File: src/sco_pkg.sv
// ----------------------------------------------------------------------------
// sco_pkg
// Shared widths, constants, register indexes and types for the soft-clip
// overdrive pipeline.
// ----------------------------------------------------------------------------
package sco_pkg;

  localparam int SAMPLE_BITS = 24;
  localparam int FRAC_BITS   = SAMPLE_BITS - 1;

  // configuration port
  localparam int GAIN_W     = 16;
  localparam int MIX_W      = 7;
  localparam int CFG_IDX_W  = 2;
  localparam int CFG_DATA_W = 16;

  localparam logic [CFG_IDX_W-1:0] REG_DRIVE_GAIN    = 2'd0;
  localparam logic [CFG_IDX_W-1:0] REG_MIX_PERCENT   = 2'd1;
  localparam logic [CFG_IDX_W-1:0] REG_EFFECT_ENABLE = 2'd2;

  localparam logic [GAIN_W-1:0] GAIN_RESET = 16'd256;
  localparam logic [MIX_W-1:0]  MIX_FULL   = 7'd100;

  // gain product and clipper
  localparam int PROD_W  = SAMPLE_BITS + GAIN_W + 1;
  localparam int MAG_A_W = FRAC_BITS + GAIN_W;
  localparam int A3_W    = MAG_A_W + 2;
  localparam int TF_W    = FRAC_BITS;
  localparam int CMAG_W  = FRAC_BITS + 1;
  localparam int SQ_W    = 2 * TF_W;

  localparam logic [A3_W-1:0]   UNIT_A3     = A3_W'(1) << (FRAC_BITS + 8);
  localparam logic [A3_W-1:0]   TWO_UNIT_A3 = A3_W'(1) << (FRAC_BITS + 9);
  localparam logic [CMAG_W-1:0] ONE_MAG     = CMAG_W'(1) << FRAC_BITS;
  localparam logic [SQ_W:0]     KNEE_RND    = (SQ_W + 1)'(3) << (FRAC_BITS - 1);

  // divide by 3 through a reciprocal, one correction step after
  localparam int V3_W = FRAC_BITS + 1;
  localparam int N3   = V3_W + 2;
  localparam int K3_W = N3 - 1;
  localparam logic [K3_W-1:0] K3 = K3_W'((64'd1 << N3) / 64'd3);
  localparam int P3_W = V3_W + K3_W;
  localparam int Q3_W = FRAC_BITS;

  // wet/dry blend and divide by 100 (shift by 2, then reciprocal of 25)
  localparam int WET_W   = FRAC_BITS + 2;
  localparam int SUM_W   = FRAC_BITS + 9;
  localparam int W_W     = FRAC_BITS + 7;
  localparam int V25_W   = W_W - 2;
  localparam int N25     = V25_W + 5;
  localparam int K25_W   = N25 - 4;
  localparam logic [K25_W-1:0] K25 = K25_W'((64'd1 << N25) / 64'd25);
  localparam int P25_W   = V25_W + K25_W;
  localparam int Q25_W   = FRAC_BITS + 1;

  typedef logic signed [SAMPLE_BITS-1:0] sample_t;

  localparam sample_t SAMPLE_MAX = sample_t'((64'd1 << FRAC_BITS) - 64'd1);

  typedef struct packed {
    logic [GAIN_W-1:0] gain;
    logic [MIX_W-1:0]  mix;     // already clamped to 100
    logic              enable;
  } cfg_t;

  typedef struct packed {
    sample_t                  x;
    logic signed [PROD_W-1:0] prod;
  } drv_t;

  typedef struct packed {
    sample_t                 x;
    logic signed [WET_W-1:0] wet;
  } wet_t;

endpackage

File: src/soft_clip_overdrive_mix.sv
// ----------------------------------------------------------------------------
// soft_clip_overdrive_mix
// Pipeline from input transfer to out_valid: gain stage, clip stages, mix stages.
// Throughput: one sample per cycle; a stall on the output backs up through
// the stage valid bits, and empty stages keep taking input meanwhile.
// Reset (rst_n low, synchronous): all stages empty, drive_gain 256,
// mix_percent 100, effect disabled.
// ----------------------------------------------------------------------------
module soft_clip_overdrive_mix import sco_pkg::*; (
  input  logic                  clk,
  input  logic                  rst_n,
  input  logic                  in_valid,
  output logic                  in_stall,
  input  sample_t               in_sample,
  output logic                  out_valid,
  input  logic                  out_stall,
  output sample_t               out_sample,
  input  logic                  cfg_valid,
  output logic                  cfg_ready,
  input  logic [CFG_IDX_W-1:0]  cfg_index,
  input  logic [CFG_DATA_W-1:0] cfg_data
);

  logic [GAIN_W-1:0] drive_gain_r;
  logic [MIX_W-1:0]  mix_percent_r;
  logic              effect_enable_r;
  cfg_t              cfg;

  logic drv_in_ready, drv_valid, clip_ready, clip_valid, mix_ready;
  drv_t drv_data;
  wet_t clip_data;

  assign cfg_ready = 1'b1;

  always_ff @(posedge clk) begin
    if (!rst_n) begin
      drive_gain_r    <= GAIN_RESET;
      mix_percent_r   <= MIX_FULL;
      effect_enable_r <= 1'b0;
    end else if (cfg_valid && cfg_ready) begin
      case (cfg_index)
        REG_DRIVE_GAIN:    drive_gain_r    <= cfg_data[GAIN_W-1:0];
        REG_MIX_PERCENT:   mix_percent_r   <= cfg_data[MIX_W-1:0];
        REG_EFFECT_ENABLE: effect_enable_r <= cfg_data[0];
        default: ;
      endcase
    end
  end

  // mix settings above 100 act as fully wet
  assign cfg.gain   = drive_gain_r;
  assign cfg.mix    = (mix_percent_r > MIX_FULL) ? MIX_FULL : mix_percent_r;
  assign cfg.enable = effect_enable_r;

  assign in_stall = !drv_in_ready;

  sco_drive u_drive (
    .clk     (clk),
    .rst_n   (rst_n),
    .cfg     (cfg),
    .i_valid (in_valid),
    .i_ready (drv_in_ready),
    .i_x     (in_sample),
    .o_valid (drv_valid),
    .o_ready (clip_ready),
    .o_data  (drv_data)
  );

  sco_clip u_clip (
    .clk     (clk),
    .rst_n   (rst_n),
    .i_valid (drv_valid),
    .i_ready (clip_ready),
    .i_data  (drv_data),
    .o_valid (clip_valid),
    .o_ready (mix_ready),
    .o_data  (clip_data)
  );

  sco_mix u_mix (
    .clk      (clk),
    .rst_n    (rst_n),
    .cfg      (cfg),
    .i_valid  (clip_valid),
    .i_ready  (mix_ready),
    .i_data   (clip_data),
    .o_valid  (out_valid),
    .o_ready  (!out_stall),
    .o_sample (out_sample)
  );

`ifndef ASSERT_OFF
  a_reset_empties: assert property (@(posedge clk) !rst_n |=> !out_valid)
    else $error("output valid right after reset");

  // input may only back up when every stage is full and the output is held
  a_stall_only_when_full: assert property (@(posedge clk) disable iff (!rst_n)
    in_stall |-> (out_valid && out_stall && drv_valid && clip_valid))
    else $error("input stalled with a bubble in the pipeline");
`endif

endmodule

File: src/sco_drive.sv
// ----------------------------------------------------------------------------
// sco_drive
// Input stage: registers the sample and its product with the Q8.8 drive gain.
// ----------------------------------------------------------------------------
module sco_drive import sco_pkg::*; (
  input  logic    clk,
  input  logic    rst_n,
  input  cfg_t    cfg,
  input  logic    i_valid,
  output logic    i_ready,
  input  sample_t i_x,
  output logic    o_valid,
  input  logic    o_ready,
  output drv_t    o_data
);

  logic                     valid_r;
  drv_t                     data_r;
  logic signed [GAIN_W:0]   gain_s;
  logic signed [PROD_W-1:0] prod_nxt;

  assign i_ready  = !valid_r || o_ready;
  assign gain_s   = $signed({1'b0, cfg.gain});
  assign prod_nxt = PROD_W'(i_x) * PROD_W'(gain_s);

  always_ff @(posedge clk) begin
    if (!rst_n) begin
      valid_r <= 1'b0;
    end else if (i_ready) begin
      valid_r <= i_valid;
    end
  end

  always_ff @(posedge clk) begin
    if (i_ready && i_valid) begin
      data_r.x    <= i_x;
      data_r.prod <= prod_nxt;
    end
  end

  assign o_valid = valid_r;
  assign o_data  = data_r;

endmodule

File: src/sco_clip.sv
// ----------------------------------------------------------------------------
// sco_clip
// Odd-symmetric piecewise quadratic soft clipper, five register stages:
// magnitude, region/knee term, square, scaled reciprocal of 3, wet value.
// ----------------------------------------------------------------------------
module sco_clip import sco_pkg::*; (
  input  logic clk,
  input  logic rst_n,
  input  logic i_valid,
  output logic i_ready,
  input  drv_t i_data,
  output logic o_valid,
  input  logic o_ready,
  output wet_t o_data
);

  localparam logic [MAG_A_W:0] LIN_RND = (MAG_A_W + 1)'(64);

  // stage valids and ready chain
  logic v1_r, v2_r, v3_r, v4_r, v5_r;
  logic rdy1, rdy2, rdy3, rdy4, rdy5;

  // stage 1: sign and magnitude
  sample_t              x1_r;
  logic                 neg1_r;
  logic [MAG_A_W-1:0]   a1_r;
  logic signed [PROD_W-1:0] prod_neg;
  logic [MAG_A_W-1:0]   a1_nxt;

  // stage 2: region decision
  sample_t              x2_r;
  logic                 neg2_r, knee2_r;
  logic [TF_W-1:0]      tf2_r;
  logic [CMAG_W-1:0]    mag2_r;
  logic [A3_W-1:0]      a3;
  logic [A3_W-1:0]      t_full;
  logic [MAG_A_W:0]     lin_sum;
  logic                 is_lin, is_knee;
  logic [CMAG_W-1:0]    mag2_nxt;

  // stage 3: square of the knee term
  sample_t              x3_r;
  logic                 neg3_r, knee3_r;
  logic [CMAG_W-1:0]    mag3_r;
  logic [SQ_W-1:0]      sq3_r;

  // stage 4: rounded square over 2^F, times reciprocal of 3
  sample_t              x4_r;
  logic                 neg4_r, knee4_r;
  logic [CMAG_W-1:0]    mag4_r;
  logic [V3_W-1:0]      vq4_r;
  logic [P3_W-1:0]      p4_r;
  logic [SQ_W:0]        u_sum;
  logic [V3_W-1:0]      v4_nxt;

  // stage 5: quotient fixup and signed wet value
  wet_t                 d5_r;
  logic [Q3_W-1:0]      q0;
  logic [3:0]           q0_x3, rem3;
  logic [Q3_W-1:0]      q3;
  logic [CMAG_W-1:0]    mag5;
  logic [WET_W-1:0]     mag_ext;
  logic signed [WET_W-1:0] wet_nxt;

  assign rdy5    = !v5_r || o_ready;
  assign rdy4    = !v4_r || rdy5;
  assign rdy3    = !v3_r || rdy4;
  assign rdy2    = !v2_r || rdy3;
  assign rdy1    = !v1_r || rdy2;
  assign i_ready = rdy1;

  always_ff @(posedge clk) begin
    if (!rst_n) begin
      v1_r <= 1'b0;
      v2_r <= 1'b0;
      v3_r <= 1'b0;
      v4_r <= 1'b0;
      v5_r <= 1'b0;
    end else begin
      if (rdy1) v1_r <= i_valid;
      if (rdy2) v2_r <= v1_r;
      if (rdy3) v3_r <= v2_r;
      if (rdy4) v4_r <= v3_r;
      if (rdy5) v5_r <= v4_r;
    end
  end

  // stage 1
  assign prod_neg = -i_data.prod;
  assign a1_nxt   = i_data.prod[PROD_W-1] ? prod_neg[MAG_A_W-1:0]
                                          : i_data.prod[MAG_A_W-1:0];

  always_ff @(posedge clk) begin
    if (rdy1 && i_valid) begin
      x1_r   <= i_data.x;
      neg1_r <= i_data.prod[PROD_W-1];
      a1_r   <= a1_nxt;
    end
  end

  // stage 2: compare 3|s| against 1.0 and 2.0 exactly
  assign a3       = (A3_W'(a1_r) << 1) + A3_W'(a1_r);
  assign is_lin   = (a3 <= UNIT_A3);
  assign is_knee  = !is_lin && (a3 <= TWO_UNIT_A3);
  assign t_full   = TWO_UNIT_A3 - a3;
  assign lin_sum  = (MAG_A_W + 1)'(a1_r) + LIN_RND;
  assign mag2_nxt = is_lin ? lin_sum[CMAG_W+6:7] : ONE_MAG;

  always_ff @(posedge clk) begin
    if (rdy2 && v1_r) begin
      x2_r    <= x1_r;
      neg2_r  <= neg1_r;
      knee2_r <= is_knee;
      tf2_r   <= t_full[TF_W+7:8];
      mag2_r  <= mag2_nxt;
    end
  end

  // stage 3
  always_ff @(posedge clk) begin
    if (rdy3 && v2_r) begin
      x3_r    <= x2_r;
      neg3_r  <= neg2_r;
      knee3_r <= knee2_r;
      mag3_r  <= mag2_r;
      sq3_r   <= tf2_r * tf2_r;
    end
  end

  // stage 4: floor((sq + 1.5*2^F) / (3*2^F)) = floor(v / 3)
  assign u_sum  = (SQ_W + 1)'(sq3_r) + KNEE_RND;
  assign v4_nxt = u_sum[SQ_W:FRAC_BITS];

  always_ff @(posedge clk) begin
    if (rdy4 && v3_r) begin
      x4_r    <= x3_r;
      neg4_r  <= neg3_r;
      knee4_r <= knee3_r;
      mag4_r  <= mag3_r;
      vq4_r   <= v4_nxt;
      p4_r    <= P3_W'(v4_nxt) * P3_W'(K3);
    end
  end

  // stage 5: estimate is at most one short; remainder is below 6
  assign q0      = p4_r[N3 +: Q3_W];
  assign q0_x3   = {q0[2:0], 1'b0} + q0[3:0];
  assign rem3    = vq4_r[3:0] - q0_x3;
  assign q3      = q0 + Q3_W'(rem3 >= 4'd3);
  assign mag5    = knee4_r ? (ONE_MAG - CMAG_W'(q3)) : mag4_r;
  assign mag_ext = WET_W'(mag5);
  assign wet_nxt = neg4_r ? -$signed(mag_ext) : $signed(mag_ext);

  always_ff @(posedge clk) begin
    if (rdy5 && v4_r) begin
      d5_r.x   <= x4_r;
      d5_r.wet <= wet_nxt;
    end
  end

  assign o_valid = v5_r;
  assign o_data  = d5_r;

endmodule

File: src/sco_mix.sv
// ----------------------------------------------------------------------------
// sco_mix
// Wet/dry blend, divide by 100 rounded half away from zero, saturation and
// bypass select. Four register stages, the last one is the output register.
// ----------------------------------------------------------------------------
module sco_mix import sco_pkg::*; (
  input  logic    clk,
  input  logic    rst_n,
  input  cfg_t    cfg,
  input  logic    i_valid,
  output logic    i_ready,
  input  wet_t    i_data,
  output logic    o_valid,
  input  logic    o_ready,
  output sample_t o_sample
);

  localparam logic [W_W-1:0] DIV_RND = W_W'(50);

  logic v1_r, v2_r, v3_r, v4_r;
  logic rdy1, rdy2, rdy3, rdy4;

  // stage 1: weighted sum
  sample_t                  x1_r;
  logic signed [SUM_W-1:0]  sum1_r;
  logic [MIX_W-1:0]         dry_mix;
  logic signed [MIX_W:0]    wet_k, dry_k;
  logic signed [SUM_W-1:0]  wet_term, dry_term;

  // stage 2: magnitude plus half divisor
  sample_t                  x2_r;
  logic                     neg2_r;
  logic [W_W-1:0]           w2_r;
  logic signed [SUM_W-1:0]  sum_neg;
  logic [SUM_W-1:0]         sum_abs;

  // stage 3: times reciprocal of 25
  sample_t                  x3_r;
  logic                     neg3_r;
  logic [V25_W-1:0]         vq3_r;
  logic [P25_W-1:0]         p3_r;
  logic [V25_W-1:0]         v25;

  // stage 4: fixup, sign, saturation, bypass select
  sample_t                  out_r;
  logic [Q25_W-1:0]         q0;
  logic [5:0]               q0_x25, rem25;
  logic [Q25_W-1:0]         q25;
  sample_t                  q_s, pos_val, res;

  assign rdy4    = !v4_r || o_ready;
  assign rdy3    = !v3_r || rdy4;
  assign rdy2    = !v2_r || rdy3;
  assign rdy1    = !v1_r || rdy2;
  assign i_ready = rdy1;

  always_ff @(posedge clk) begin
    if (!rst_n) begin
      v1_r <= 1'b0;
      v2_r <= 1'b0;
      v3_r <= 1'b0;
      v4_r <= 1'b0;
    end else begin
      if (rdy1) v1_r <= i_valid;
      if (rdy2) v2_r <= v1_r;
      if (rdy3) v3_r <= v2_r;
      if (rdy4) v4_r <= v3_r;
    end
  end

  // stage 1
  assign dry_mix  = MIX_FULL - cfg.mix;
  assign wet_k    = $signed({1'b0, cfg.mix});
  assign dry_k    = $signed({1'b0, dry_mix});
  assign wet_term = SUM_W'(i_data.wet) * SUM_W'(wet_k);
  assign dry_term = SUM_W'(i_data.x) * SUM_W'(dry_k);

  always_ff @(posedge clk) begin
    if (rdy1 && i_valid) begin
      x1_r   <= i_data.x;
      sum1_r <= wet_term + dry_term;
    end
  end

  // stage 2
  assign sum_neg = -sum1_r;
  assign sum_abs = sum1_r[SUM_W-1] ? sum_neg : sum1_r;

  always_ff @(posedge clk) begin
    if (rdy2 && v1_r) begin
      x2_r   <= x1_r;
      neg2_r <= sum1_r[SUM_W-1];
      w2_r   <= W_W'(sum_abs) + DIV_RND;
    end
  end

  // stage 3: floor(w / 100) = floor(floor(w / 4) / 25)
  assign v25 = w2_r[W_W-1:2];

  always_ff @(posedge clk) begin
    if (rdy3 && v2_r) begin
      x3_r   <= x2_r;
      neg3_r <= neg2_r;
      vq3_r  <= v25;
      p3_r   <= P25_W'(v25) * P25_W'(K25);
    end
  end

  // stage 4: estimate at most one short, remainder below 50
  assign q0      = p3_r[N25 +: Q25_W];
  assign q0_x25  = {q0[1:0], 4'b0000} + {q0[2:0], 3'b000} + q0[5:0];
  assign rem25   = vq3_r[5:0] - q0_x25;
  assign q25     = q0 + Q25_W'(rem25 >= 6'd25);
  assign q_s     = sample_t'(q25);
  // magnitude never exceeds 2^F, so only the positive side can clip
  assign pos_val = q25[FRAC_BITS] ? SAMPLE_MAX : q_s;
  assign res     = neg3_r ? -q_s : pos_val;

  always_ff @(posedge clk) begin
    if (rdy4 && v3_r) begin
      out_r <= cfg.enable ? res : x3_r;
    end
  end

  assign o_valid  = v4_r;
  assign o_sample = out_r;

endmodule
File: config.mk
export PLATFORM = sky130hd
export DESIGN_NAME = soft_clip_overdrive_mix
export DESIGN_NICKNAME = d
export VERILOG_FILES = /design/src/sco_pkg.sv /design/src/soft_clip_overdrive_mix.sv /design/src/sco_drive.sv /design/src/sco_clip.sv /design/src/sco_mix.sv
export SDC_FILE = /design/constraint.sdc
export NUM_CORES = 2
export LEC_CHECK = 0
export BUFFER_PORTS_ARGS = -buffer_cell sky130_fd_sc_hd__buf_2
export CORE_UTILIZATION = 30
export DETAILED_ROUTE_END_ITERATION = 16
export PLACE_DENSITY = 0.51
export SYNTH_ARGS = -nofsm -noshare
export SYNTH_HDL_FRONTEND = slang
export SYNTH_SLANG_ARGS = --single-unit
File: constraint.sdc
create_clock -name clk -period 8.5 [get_ports clk]
set_clock_uncertainty 0.2 [all_clocks]
set_input_delay 0.85 -clock clk [delete_from_list [all_inputs] [get_ports clk]]
set_output_delay 0.85 -clock clk [all_outputs]
set_load 0.005 [all_outputs]
== Yosys cells after proc, flatten, opt, wreduce, memory -nomap -nowiden ==
Cells that the tools add are included.
Storage, ports and cells
  output and inout port bits: 27
  word-level logic and storage cells: 125
  flip-flop bits (word level): 707
  bits of input ports: 47
Operators by class
  multiplexer cells: 8
  magnitude comparators: 5
  reductions and logical operators: 38
  $add $sub $neg: 19
  equal/unequal tests: 2
  multipliers: 6
Operators by type and width (count)
  $mux W24: 4
  $mul A28 B29 Y57 const B: 1
  $mul A24 B25 Y49 const B: 1
  $add A46 B24 Y47 const B: 1
  $mul A23 B23 Y46: 1
  $add A40 B39 Y41: 1
  $le A41 B32 Y1 const B: 1
  $le A41 B33 Y1 const B: 1
  $mul A24 B17 Y41: 1
  $mux W39: 1
  $neg A39 Y39: 1
  $add A32 B32 Y32: 1
  $mul A24 B8 Y32: 1
  $mul A25 B8 Y32: 1
  $add A31 B7 Y31 const B: 1
  $sub A1 B31 Y31 const A: 1
  $add A30 B6 Y30 const B: 1
  $mux W30: 1
  $neg A30 Y30: 1
  $neg A24 Y25: 1
  $add A24 B1 Y24: 1
  $neg A24 Y24: 1
  $sub A24 B23 Y24 const A: 1
  $add A23 B1 Y23: 1
  17 further kinds: 51

== Longest topological paths before layout ==
  word-level depth: 12
  mapped depth: 37
  gate-level depth less buffers: 34

== Hierarchy ==
Synthesis repeated with hierarchy kept, for this count alone.
Second synthesis, totals
  cell total of the unflattened synthesis: 8689
  area total of the unflattened synthesis: 88416.0 µm²
By module, submodules not included
  sco_clip: instances 1, cells an instance 3555, seq. area each 10219.8 µm², area an instance 37783.7 µm²
  sco_mix: instances 1, cells an instance 3346, seq. area each 5695.5 µm², area an instance 33445.8 µm²
  sco_drive: instances 1, cells an instance 1671, seq. area each 1971.9 µm², area an instance 16106.7 µm²
  soft_clip_overdrive_mix: instances 1, cells an instance 117, seq. area each 480.5 µm², area an instance 1079.8 µm²

== Worst setup path after synthesis ==
OpenSTA, ideal clock, no wires.
  path type: reg2reg
  start point: reg mix_percent_r[0]
  end point: reg u_mix.sum1_r[31] (data pin)
  path buffers: 3
  clock period less this slack: 8.164 ns
  library setup time: 0.260 ns
  arrival time: 7.704 ns
  path slack: 0.336 ns
  data required time: 8.040 ns
  stages on the path, launching flop included: 34
  path through: dfxtp_1 -> o21ai_0 -> a21oi_1 -> nor2b_1 -> clkbuf_1 -> clkbuf_1 -> inv_1 -> ha_1 -> inv_1 -> a21oi_1 -> xnor2_1 -> clkbuf_1 -> nand2_1 -> fa_1 -> inv_1 -> fa_1 -> fa_1 -> fa_1 -> fa_1 -> inv_1 -> fa_1 -> inv_1 -> ha_1 -> a21oi_1 -> o21bai_1 -> a21oi_1 -> nand2_1 -> o21a_1 -> a221o_1 -> a31o_2 -> a211o_1 -> a31o_2 -> a21oi_1 -> xnor2_1
Between the ends
  longest elaborated chain between the ends: 5
  elaborated cells on any way between the ends: 6
  those cells by class: 2 x add/sub; 2 x mul; 1 x order compare; 1 x mux
Ends and longest elaborated chain
  start: declaration: RTL line soft_clip_overdrive_mix.sv:25  | logic [MIX_W-1:0] mix_percent_r;
  start signal: assignment: RTL line soft_clip_overdrive_mix.sv:43  | REG_MIX_PERCENT: mix_percent_r <= cfg_data[MIX_W-1:0];
  $gt A7 B7 Y1: RTL line soft_clip_overdrive_mix.sv:52  | assign cfg.mix = (mix_percent_r > MIX_FULL) ? MIX_FULL : mix_percent_r;
  $mux W7 (*): RTL line soft_clip_overdrive_mix.sv:52
  $sub A7 B7 Y7: RTL line sco_mix.sv:72  | assign dry_mix = MIX_FULL - cfg.mix;
  $mul A24 B8 Y32: RTL line sco_mix.sv:76  | assign dry_term = SUM_W'(i_data.x) * SUM_W'(dry_k);
  $add A32 B32 Y32 (*): RTL line sco_mix.sv:81  | sum1_r <= wet_term + dry_term;
  end signal: assignment: RTL line sco_mix.sv:81
  end: declaration: RTL line sco_mix.sv:25  | logic signed [SUM_W-1:0] sum1_r;
Mark *: on every way between the ends. The rest lies on a longest branch, timed or not.
A chain may end at the register's enable or synchronous reset.

== Final worst setup path ==
  start point: reg mix_percent_r[0]
  end point: reg u_mix.sum1_r[28] (data pin)
Same word-level chain as after synthesis.

==> results by group <==
Die
  • DIE WIDTH: 540 microns
  • IO Pins: 74
  • Core Region: 288000 sq um
  • Core Rows: 197
  • Die Y: 540 microns
  • Die area: 292000 sq um
  • Initial Utilization: 0.302

Worst setup path
  • Critical path class: reg2reg
  • Slowest stage cell, crit path: fa_1
  • CP required: 8720 ps
  • CP Data Arrival Time: 8260 ps
  • Setup crit start kind: register
  • R2R setup slack: 470 ps
  • FF-to-FF path depth: 31
  • Worst Setup End Kind: register
  • Critical Path Fanout Max: 6
  • CP max stage delay: 530 ps

Synth
  • Syn nets: 10892
  • Synthesized area: 87000 sq um
  • Top_reg_cell synth: edfxtp_1
  • Mean post-synth cell area: 10.3 sq um
  • Count of different cell masters after synthesis: 85
  • Ys Warns: 0
  • EDFF count, synth: 588
  • Yosys reg bits: 622
  • Post-Syn Instances: 8453
  • Async S/R FF share, synth: 0
  • Register area share after synthesis: 0.211

Finish
  • # nets final: 10975
  • Most common cell after layout, fill and taps aside: inv_1
  • Finished layout cell area: 95100 sq um
  • Area Growth Syn to Fin: 9.32%
  • Commonest cells after routing, fill and taps aside: inv_1, fa_1, ha_1, nand2_1, edfxtp_1
  • Fraction of layout cells with a size suffix above 1: 0.0498

STA
  • Setup violations, final: 0
  • Min Tclk post-route: 8030 ps
  • Slew Limit Fails: 0
  • Period utilisation layout: 0.945
  • Final hold vios: 0
  • Slew @ Worst Pin: 1080 ps
  • Max_slew headroom: 0.272
  • Peak Freq: 124 MHz

CTS
  • CTS Buf Count: 70
  • CTS tree: done
  • Clock buffer depth: 3
  • Clock sink count: 622
  • Clk root buf: clkbuf_16
  • Clock-pin slew on the worst setup and hold paths: 80 ps
  • Worst-skew pair later-pin latency: 680 ps
  • H-tree depth: 3

Drt
  • Drt first pass iters: 5
  • Final WL: 212000 microns
  • Iteration-0 DRC Markers: 2516
  • Routed vias: 56430
  • DRC: 0
  • ANT nets after route: 0
  • Routed length per instance: 17.1 microns
  • Via density: 4.56

GRT
  • Vias in the first global route: 61415
  • Wire length of the first global-routing pass: 340000 microns
  • GR Overflow Total: 0
  • GRT Util Overall: 0.147
  • Initial antenna violation count: 8
  • Largest net degree at the start of global routing: 66

Placed design
  • Area of placed instances: 92300 sq um
  • GPL Wtd Cong: 0.897
  • Post-DP HPWL: 180000 microns
  • IO Port Bufs: 72

Min path
  • Hold Path Depth: 0
  • Worst min path class: reg2reg

Job
  • Max-Cap Viols: 0

Outcome
  • Outcome: finished clean
## flip-flops by register name (all words and copies together) (netlist names), 2 cells and up
signal          cells
u_clip.x4_r        24
u_clip.x3_r        24
u_clip.a1_r        39
u_clip.vq4_r        2
u_drive.o_data     64
u_clip.mag3_r      24
u_clip.p4_r        25
u_clip.tf2_r       23
u_mix.p3_r         25
u_mix.o_sample     24
mix_percent_r       7
u_clip.o_data      49
u_clip.mag2_r      24
u_clip.x2_r        24
u_clip.x1_r        24
drive_gain_r       16
u_mix.sum1_r       31
u_clip.sq3_r       24
u_clip.mag4_r      24
u_mix.w2_r         28
u_mix.vq3_r         5
u_mix.x3_r         24
u_mix.x2_r         24
u_mix.x1_r         24
## critical path, delay by kind of cell, from the launching register on
kind            cells  cell delay (ps)
buf+inv             7              560
fa+ha+maj           8             3400
flops               1              320
compound gates     10             2370
xor+xnor            2              280
simple gates        4              650
## repair_timing
item | in CTS | in global routing
endpoints found under the setup margin | 1 | 19
pin swaps | 0 | 1
cloned | 0 | 0
hold buffers | 0 | 0
resized for setup | 1 | 15
buffers inserted | 0 | 25
## cell families (layout without fill, tap and decap cells)
group                    Yosys count  after routing  synth area share
flip-flops                       622            622             0.211
other                              1              5         0.0000431
AND/OR/NAND/NOR                 1980           1980             0.114
XOR/XNOR                         434            434            0.0437
multiplexers                      36             36           0.00437
adder cells (fa/ha/maj)         2392           2392             0.472
buffers and inverters           2227           2365            0.0962
AO/OA/AOI/OAI                    761            761            0.0585
## worst paths after layout
check,from,end
worst min register to register,u_mix.x1_r[6],u_mix.x2_r[6]
worst min-delay path,u_mix.x1_r[6],u_mix.x2_r[6]
worst max-delay path,mix_percent_r[0],u_mix.sum1_r[28]
worst max register to register,mix_percent_r[0],u_mix.sum1_r[28]
## area by class of cell
cell class,count,area [sq um]
antenna,4,10.0
clock buffer,82,1800
clock inverter,45,666
fill,29135,193000
inverter,2018,7570
multi-input combinational,5604,60500
sequential,622,18300
tap,3781,4730
timing repair buffer,220,1510
## per-stage QoR
step	worst slack, ps	hold slack, ps	instances	setup TNS (ps)	utilization
3_5_place_dp	-9.62	205	12220	-9.62	0.320
6_report	468	189	12376	0	0.330
5_1_grt	-19.8	192	12372	-27.9	0.330
4_1_cts	103	160	12347	0	0.329
3_3_place_gp	124	201	12220	0	0.320
2_1_floorplan	336	200	8453	0	-
## cell usage after synthesis (16+ instances only)
cell	n	area [sq um]
or4_1	21	158
mux2i_1	20	200
dfxtp_1	34	681
o211ai_1	23	173
nand4_1	47	294
a31oi_1	26	163
fa_1	1488	29800
a21oi_1	187	936
a21o_1	95	713
xnor2_1	297	2600
nor3_1	91	455
nor2b_1	49	307
clkbuf_1	201	754
o21bai_1	22	165
inv_1	2018	7570
nor2_1	231	867
xor2_1	137	1200
and2_1	480	3000
ha_1	904	11300
or2_2	25	156
and3_1	63	394
edfxtp_1	588	17700
and4_1	17	149
mux2_2	16	180
o21ai_0	136	681
nand3_1	101	505
a21boi_0	24	180
nand2b_1	30	188
a211oi_1	23	173
or3_1	30	188
o21a_1	51	383
nand2_1	735	2760
o31ai_1	33	248
## metal layers
metal / vias up / global-route usage / routed length, microns
li1: 26656 / - / -
met1: 28571 / 0.201 / 98700
met2: 946 / 0.251 / 101000
met3: 257 / 0.0142 / 7420
met4: 0 / 0.0308 / 4680
met5: - / 0 / 0
Power is not shown: default switching activity piles up to over one toggle a cycle in this logic, so the estimate is an artifact.
